==> src/rtl/spc_pkg.sv <==
// Shared types and constants for the shape pair collision test.
// Shape descriptor, kind codes and internal arithmetic widths.
// No dependencies.
package spc_pkg;

    localparam int COORD_W = 16;
    localparam int SIZE_W  = 15;
    // doubled coordinate plus or minus a full size, with headroom
    localparam int WIDE_W  = 19;
    // magnitude of any doubled distance on one axis
    localparam int MAG_W   = 17;

    localparam logic [1:0] KIND_NONE = 2'd0;
    localparam logic [1:0] KIND_RECT = 2'd1;
    localparam logic [1:0] KIND_CIRC = 2'd2;

    typedef struct packed {
        logic [1:0]                kind;
        logic signed [COORD_W-1:0] x;
        logic signed [COORD_W-1:0] y;
        logic [SIZE_W-1:0]         width;
        logic [SIZE_W-1:0]         height;
        logic [SIZE_W-1:0]         radius;
    } shape_t;

endpackage

==> src/rtl/spc_pair_eval.sv <==
// Combinational overlap evaluation for one registered shape pair.
// Depends on spc_pkg.
module spc_pair_eval
    import spc_pkg::*;
(
    input  shape_t a_shape,
    input  shape_t b_shape,
    output logic   hit
);

    function automatic logic signed [WIDE_W-1:0] dbl_coord(input logic signed [COORD_W-1:0] v);
        return $signed({{(WIDE_W-COORD_W-1){v[COORD_W-1]}}, v, 1'b0});
    endfunction

    function automatic logic signed [WIDE_W-1:0] ext_size(input logic [SIZE_W-1:0] v);
        return $signed({{(WIDE_W-SIZE_W){1'b0}}, v});
    endfunction

    // distance from c to the interval [lo, hi]
    function automatic logic [MAG_W-1:0] axis_gap(input logic signed [WIDE_W-1:0] c,
                                                  input logic signed [WIDE_W-1:0] lo,
                                                  input logic signed [WIDE_W-1:0] hi);
        logic signed [WIDE_W-1:0] d;
        d = '0;
        if (c > hi) begin
            d = c - hi;
        end else if (c < lo) begin
            d = lo - c;
        end
        return d[MAG_W-1:0];
    endfunction

    function automatic logic [MAG_W-1:0] abs_diff(input logic signed [WIDE_W-1:0] p,
                                                  input logic signed [WIDE_W-1:0] q);
        logic signed [WIDE_W-1:0] d;
        d = p - q;
        if (d < 0) begin
            d = -d;
        end
        return d[MAG_W-1:0];
    endfunction

    logic a_rect, a_circ, b_rect, b_circ;
    logic signed [WIDE_W-1:0] ax2, ay2, aw, ah, bx2, by2, bw, bh;
    logic rect_hit;

    shape_t rect_s, circ_s;
    logic signed [WIDE_W-1:0] rx2, ry2, rw, rh, cx2, cy2;

    logic [MAG_W-1:0] dx, dy, rad;
    logic [2*MAG_W-1:0] dx_sq, dy_sq, rad_sq;
    logic [2*MAG_W:0]   dist_sq;
    logic dist_hit;

    assign a_rect = (a_shape.kind == KIND_RECT);
    assign a_circ = (a_shape.kind == KIND_CIRC);
    assign b_rect = (b_shape.kind == KIND_RECT);
    assign b_circ = (b_shape.kind == KIND_CIRC);

    assign ax2 = dbl_coord(a_shape.x);
    assign ay2 = dbl_coord(a_shape.y);
    assign aw  = ext_size(a_shape.width);
    assign ah  = ext_size(a_shape.height);
    assign bx2 = dbl_coord(b_shape.x);
    assign by2 = dbl_coord(b_shape.y);
    assign bw  = ext_size(b_shape.width);
    assign bh  = ext_size(b_shape.height);

    // strict overlap, touching edges miss
    assign rect_hit = (ax2 - aw < bx2 + bw) && (ax2 + aw > bx2 - bw) &&
                      (ay2 - ah < by2 + bh) && (ay2 + ah > by2 - bh);

    assign rect_s = a_rect ? a_shape : b_shape;
    assign circ_s = a_rect ? b_shape : a_shape;
    assign rx2 = dbl_coord(rect_s.x);
    assign ry2 = dbl_coord(rect_s.y);
    assign rw  = ext_size(rect_s.width);
    assign rh  = ext_size(rect_s.height);
    assign cx2 = dbl_coord(circ_s.x);
    assign cy2 = dbl_coord(circ_s.y);

    always_comb begin
        if (a_circ && b_circ) begin
            dx  = abs_diff(ax2, bx2);
            dy  = abs_diff(ay2, by2);
            rad = MAG_W'({a_shape.radius, 1'b0}) + MAG_W'({b_shape.radius, 1'b0});
        end else begin
            dx  = axis_gap(cx2, rx2 - rw, rx2 + rw);
            dy  = axis_gap(cy2, ry2 - rh, ry2 + rh);
            rad = MAG_W'({circ_s.radius, 1'b0});
        end
    end

    assign dx_sq   = (2*MAG_W)'(dx) * (2*MAG_W)'(dx);
    assign dy_sq   = (2*MAG_W)'(dy) * (2*MAG_W)'(dy);
    assign rad_sq  = (2*MAG_W)'(rad) * (2*MAG_W)'(rad);
    assign dist_sq = (2*MAG_W+1)'(dx_sq) + (2*MAG_W+1)'(dy_sq);
    assign dist_hit = (dist_sq <= (2*MAG_W+1)'(rad_sq));

    always_comb begin
        if (a_rect && b_rect) begin
            hit = rect_hit;
        end else if ((a_circ && b_circ) || (a_rect && b_circ) || (a_circ && b_rect)) begin
            hit = dist_hit;
        end else begin
            hit = 1'b0;
        end
    end

endmodule

==> config.mk <==
export PLATFORM = sky130hd
export DESIGN_NAME = spc_pair_eval
export DESIGN_NICKNAME = d
export VERILOG_FILES = /design/src/rtl/spc_pkg.sv /design/src/rtl/spc_pair_eval.sv
export SDC_FILE = /design/constraint.sdc
export NUM_CORES = 2
export LEC_CHECK = 0
export BUFFER_PORTS_ARGS = -buffer_cell sky130_fd_sc_hd__buf_2
export CORE_UTILIZATION = 29
export DETAILED_ROUTE_END_ITERATION = 8
export PLACE_DENSITY = 0.41
export RECOVER_POWER = 25
export SLEW_MARGIN = 10
export SYNTH_ARGS = -nofsm -noshare
export SYNTH_HDL_FRONTEND = slang
export SYNTH_SLANG_ARGS = --single-unit
==> constraint.sdc <==
create_clock -name vclk -period 16.8
set_clock_uncertainty 0.15 [all_clocks]
set_input_delay 1.68 -clock vclk [all_inputs]
set_output_delay 1.68 -clock vclk [all_outputs]
set_load 0.02 [all_outputs]
## Word-level counts from Yosys, hierarchy flattened

Index checks and enable logic that the tools add are counted.
Widths: inputs -> output; s select.

| operators by class | value |
|---|---|
| reduce and logical (&&, ||, !) cells | 9 |
| equality and inequality tests | 4 |
| multiply operators | 3 |
| add/sub/neg operators | 22 |
| mux-type cells | 13 |
| order comparisons | 11 |

Operators by type and width:

| kind | count |
|---|---|
| $mux 77 | 2 |
| $mux 17 | 9 |
| $add 17x16->18 | 6 |
| $sub 17x16->18 | 6 |
| $mul 17x17->34 | 3 |
| $sub 17x17->17 | 4 |
| $gt 17x18->1 | 2 |
| $gt 18x18->1 | 2 |
| $lt 17x18->1 | 2 |
| $lt 18x1->1 const B | 2 |
| $lt 18x18->1 | 2 |
| $sub 17x17->18 | 2 |
| $add 34x34->35 | 1 |
| $le 35x34->1 | 1 |
| $neg 17->17 | 2 |
| $add 16x16->17 | 1 |
| $logic_and 1x1->1 | 7 |
| $eq 2x1->1 const B | 2 |
| $eq 2x2->1 const B | 2 |
| $logic_or 1x1->1 | 2 |
| $mux 1 | 2 |

| storage, ports and cells | value |
|---|---|
| output and inout port bits | 1 |
| word-level logic and storage cells | 62 |
| bits in registers | 0 |
| input port bits | 158 |

## Longest topological paths before layout

| depth | value |
|---|---|
| word-level depth | 12 |
| gate-level depth with buffers | 78 |
| mapped depth without buffers | 72 |

## Worst setup path after synthesis

No wires, ideal clock.

| timing path | value |
|---|---|
| path kind | input to output |
| start point | input port a_shape[77] (netlist bit) |
| end point | output port hit |
| stages on the path | 71 |
| data required time | 14,970 ps |
| path buffers | 6 |
| path slack | -357 ps |
| arrival | 15,327 ps |
| cell sequence | nor2b_1 > buf_2 > buf_1 > clkbuf_1 > clkbuf_1 > clkbuf_1 > a21oi_1 > inv_1 > ha_1 > a21o_1 > a21oi_1 > o21ai_0 > a21oi_1 > o21ai_0 > a21o_1 > a21oi_1 > o21bai_1 > a2111o_1 > [... 35 more ...] > a22oi_1 > o211a_1 > or2_2 > o21bai_1 > xor2_1 > ha_1 > a21o_1 > a21o_1 > a21oi_1 > nor2b_1 > o21ai_0 > nand2_1 > a2111oi_0 > o21ai_0 > nand4_1 > nand2_1 > a22oi_1 > a31o_1 |

| on the way | value |
|---|---|
| longest elaborated chain between the ends | 12 |
| elaborated cells on any way between the ends | 36 |
| those cells by class | 9 x add/sub; 3 x mul; 5 x order compare; 2 x eq/ne; 11 x mux; 6 x reduce/logical |

Ends and longest elaborated chain:

| element | RTL line | RTL |
|---|---|---|
| from (decl) | spc_pair_eval.sv:6 | `input shape_t a_shape,` |
| $eq 2x1->1 | spc_pair_eval.sv:55 | `assign a_rect = (a_shape.kind == KIND_RECT);` |
| $mux 77 | spc_pair_eval.sv:73 | `assign rect_s = a_rect ? a_shape : b_shape;` |
| $sub 17x16->18, on equally long branches | spc_pair_eval.sv:88, spc_pair_eval.sv:89 |  |
| $sub 17x17->17 or $lt 17x18->1 (tied branches) | spc_pair_eval.sv:28, spc_pair_eval.sv:27 |  |
| $mux 17 | spc_pair_eval.sv:27 | `end else if (c < lo) begin` |
| $mux 17 | spc_pair_eval.sv:25 | `if (c > hi) begin` |
| $mux 17 | spc_pair_eval.sv:83 | `if (a_circ && b_circ) begin` |
| $mul 17x17->34, on equally long branches | spc_pair_eval.sv:94, spc_pair_eval.sv:95 |  |
| $add 34x34->35 | spc_pair_eval.sv:97 | `assign dist_sq = (2*MAG_W+1)'(dx_sq) + (2*MAG_W+1)'(dy_sq);` |
| $le 35x34->1 | spc_pair_eval.sv:98 | `assign dist_hit = (dist_sq <= (2*MAG_W+1)'(rad_sq));` |
| $mux 1 | spc_pair_eval.sv:103 | `end else if ((a_circ && b_circ) \|\| (a_rect && b_circ) \|\| (a_circ && b_rect)) begin` |
| $mux 1 * | spc_pair_eval.sv:101 | `if (a_rect && b_rect) begin` |
| to (decl) | spc_pair_eval.sv:8 | `output logic hit` |

Every way passes the cells marked *; elsewhere a longest branch is shown, timed or not.

## Worst setup path after layout

| timing path | value |
|---|---|
| start point | input port a_shape[78] (netlist bit) |
| end point | output port hit |

The elaborated chain is that of the path after synthesis.

==> qor.csv <==
stage,metric,value,unit
setup_path,worstSetupPathType,input port to output pin,
global_routing,overflow,0,
detailed_routing,drtIter0Drc,1766,
logic_synthesis,ys_top_cells_by_area,"fa_1, ha_1, inv_1, xnor2_1, nor2_1",
setup_path,crit_fanout,8,
timing,fmax,59.6,MHz
floorplanning,rows,139,
global_routing,track_usage,18.7,%
detailed_routing,vias,36500,
floorplanning,die_area,0.147,sq mm
global_routing,grt_pass1_wl,217000,microns
timing,rsz0062_at_grt,yes,
global_routing,grt_max_degree,74,
timing,worst_pin_slew,1.02,ns
timing,setup_viol,0,
floorplanning,initial_utilization,29.3,%
floorplanning,fp.dieH,383,microns
logic_synthesis,synth_fp_nets,6832,
status,status,"finished, violations left",
detailed_routing,post_drt_via_cell_ratio,4.57,
setup_path,slowest_delay,0.60,ns
detailed_routing,drt-total-wl,136000,microns
floorplanning,fp.dieW,383,microns
detailed_routing,postRouteAntennaNets,0,
status,violations,design-rule violations,
logic_synthesis,synth_top_cell_area_share,29.9,%
setup_path,end_kind,output pin,
placed_design,place_area,0.0498,sq mm
timing,slew_headroom,31.8,%
detailed_routing,drcViolationCount,7,
timing,hold_viol_final,0,
cells_and_area,nFillCells,15300,
flow_run,maxCapViolCount,0,
timing,fin_crit,16.77,ns
cells_and_area,final_nets,7580,
cells_and_area,drive_above_1_share,18.0,%
cells_and_area,seq_cells,0,
placed_design,dp_hpwl,123000,microns
cells_and_area,clock_buffers,0,
global_routing,first_global_vias,38200,
cells_and_area,stdcell_area,0.0510,sq mm
floorplanning,core_area,0.144,sq mm
floorplanning,io-pin-count,159,
global_routing,antenna_found_initial,4,
logic_synthesis,synth.distinct_cells,95,
detailed_routing,wl_per_cell,17.1,microns
timing,period_share,99.8,%
setup_path,crit_top_cell,fa_1,
placed_design,finalWeightedCongestion,0.874,
setup_path,cp.required,14.97,ns
placed_design,io_buffer_count,159,
logic_synthesis,ys_warn_count,0,
cells_and_area,final_util,35.5,%
cells_and_area,register_area,0,sq um
logic_synthesis,netlist_area,0.0421,sq mm
setup_path,cp-start-kind,input port,
logic_synthesis,syn_inst,5323,
cells_and_area,syn2layout_area_growth,21.1,%
worst_hold_path,hp-class,input port to output pin,
setup_path,arrival,14.94,ns
cells_and_area,multi_input_area,0.0378,sq mm
detailed_routing,drtPass1Iterations,9,
clocking,cts-hold-fix-buffers,0,
logic_synthesis,syn_area_per_cell,7.91,sq um
timing,slew_violations,0,
setup_path,crit_slowest_cell,fa_1,
logic_synthesis,synth_top_cell_by_area,fa_1,
logic_synthesis,ys_seq_area_share,0,%
timing,finalHoldWorstSlack,4.03,ns
layout make-up:
| cell class | count | share of cell area [%] |
|---|---|---|
| multi-input cells | 3996 | 74.1 |
| diodes | 1 | 0.00491 |
| repair buffers | 859 | 12.3 |
| well taps | 1903 | 4.67 |
| inverters | 1214 | 8.96 |
worst max-delay path: cells and delay by family:
| family | cells | cell delay (ns) |
|---|---|---|
| xor gates and xnor gates | 2 | 0.30 |
| buffers and inverters | 14 | 1.68 |
| AOI/OAI and AO/OA | 27 | 4.52 |
| and+or+nand+nor | 13 | 1.47 |
| adders and majority gates | 12 | 5.27 |
synth_stat cells (49+ instances only):
| cell type | n |
|---|---|
| inv_1 | 1203 |
| ha_1 | 722 |
| fa_1 | 629 |
| nor2_1 | 476 |
| nand2_1 | 356 |
| a21oi_1 | 315 |
| xnor2_1 | 250 |
| o21ai_0 | 231 |
| a21o_1 | 134 |
| clkbuf_1 | 93 |
| xor2_1 | 89 |
| nand2b_1 | 74 |
| nor3_1 | 62 |
| o21a_1 | 62 |
| nor2b_1 | 57 |
| nand3_1 | 49 |
metal layers:
metal / global-route usage (%) / wire length [microns] / up-vias
met3: 1.15 / 3870 / 90
met5: 0 / 23 / -
met1: 27.1 / 68000 / 17400
met4: 2.71 / 2450 / 4
met2: 30.8 / 61700 / 464
li1: - / - / 18500
path summary, 6_finish.rpt:
| kind | end | depth (start not counted) | start | slack, ns |
|---|---|---|---|---|
| worst min-delay path | hit | 5 | b_shape[77] | 4.03 |
| worst max-delay path | hit | 68 | a_shape[78] | 0.03 |
layout by cell type, fill, tap and decap left out, types with 8 or more instances in the layout:
cell type,netlist,final
a211oi_1,27,25
a21boi_0,21,20
a21o_1,134,134
a21oi_1,315,280
a21oi_2,2,34
a31oi_1,28,25
and2_1,22,20
and3_1,16,16
buf_12,0,8
buf_2,8,158
buf_4,0,678
buf_6,0,11
fa_1,629,616
fa_2,0,13
ha_1,722,716
inv_1,1203,1190
inv_2,3,12
mux2i_1,12,12
nand2_1,356,351
nand2b_1,74,73
nand3_1,49,49
nand4_1,27,27
nor2_1,476,456
nor2_2,1,16
nor2b_1,57,56
nor3_1,62,60
nor4_1,11,11
o211ai_1,15,15
o21a_1,62,59
o21ai_0,231,207
o21ai_1,9,19
o21ai_2,4,18
o21bai_1,46,42
o22ai_1,9,9
o31ai_1,30,26
or2_2,36,35
or3_1,20,19
xnor2_1,250,248
xor2_1,89,89
cells by family after synthesis:
| group | Yosys count | synth area share [%] |
|---|---|---|
| adders and majority gates | 1351 | 51.4 |
| buffers and inverters | 1327 | 11.9 |
| and+or+nand+nor | 1247 | 13.5 |
| AOI/OAI and AO/OA | 1038 | 15.7 |
| xor gates and xnor gates | 340 | 7.12 |
| muxes | 20 | 0.547 |
stage by stage:
step | setup WS [ns] | TNS [ns] | std cells
final | 0.0327 | 0 | 7973
after global routing | -0.690 | -0.690 | 7973
after CTS | 0.00152 | 0 | 7958
after detailed placement | -0.863 | -0.863 | 7916
after global placement | -0.797 | -0.797 | 7916
after floorplan | 0.0335 | 0 | 5323
timing repair:
action / CTS / global route
cloned: 2 / 1
resized for setup: 144 / 63
setup buffers: 41 / 13
endpoints found under the hold margin: 0 / 0
setup endpoints to repair: 1 / 1
pin swaps: 67 / 57
Power is not shown: default switching activity piles up to over one toggle a cycle in this logic, so the estimate is an artifact.
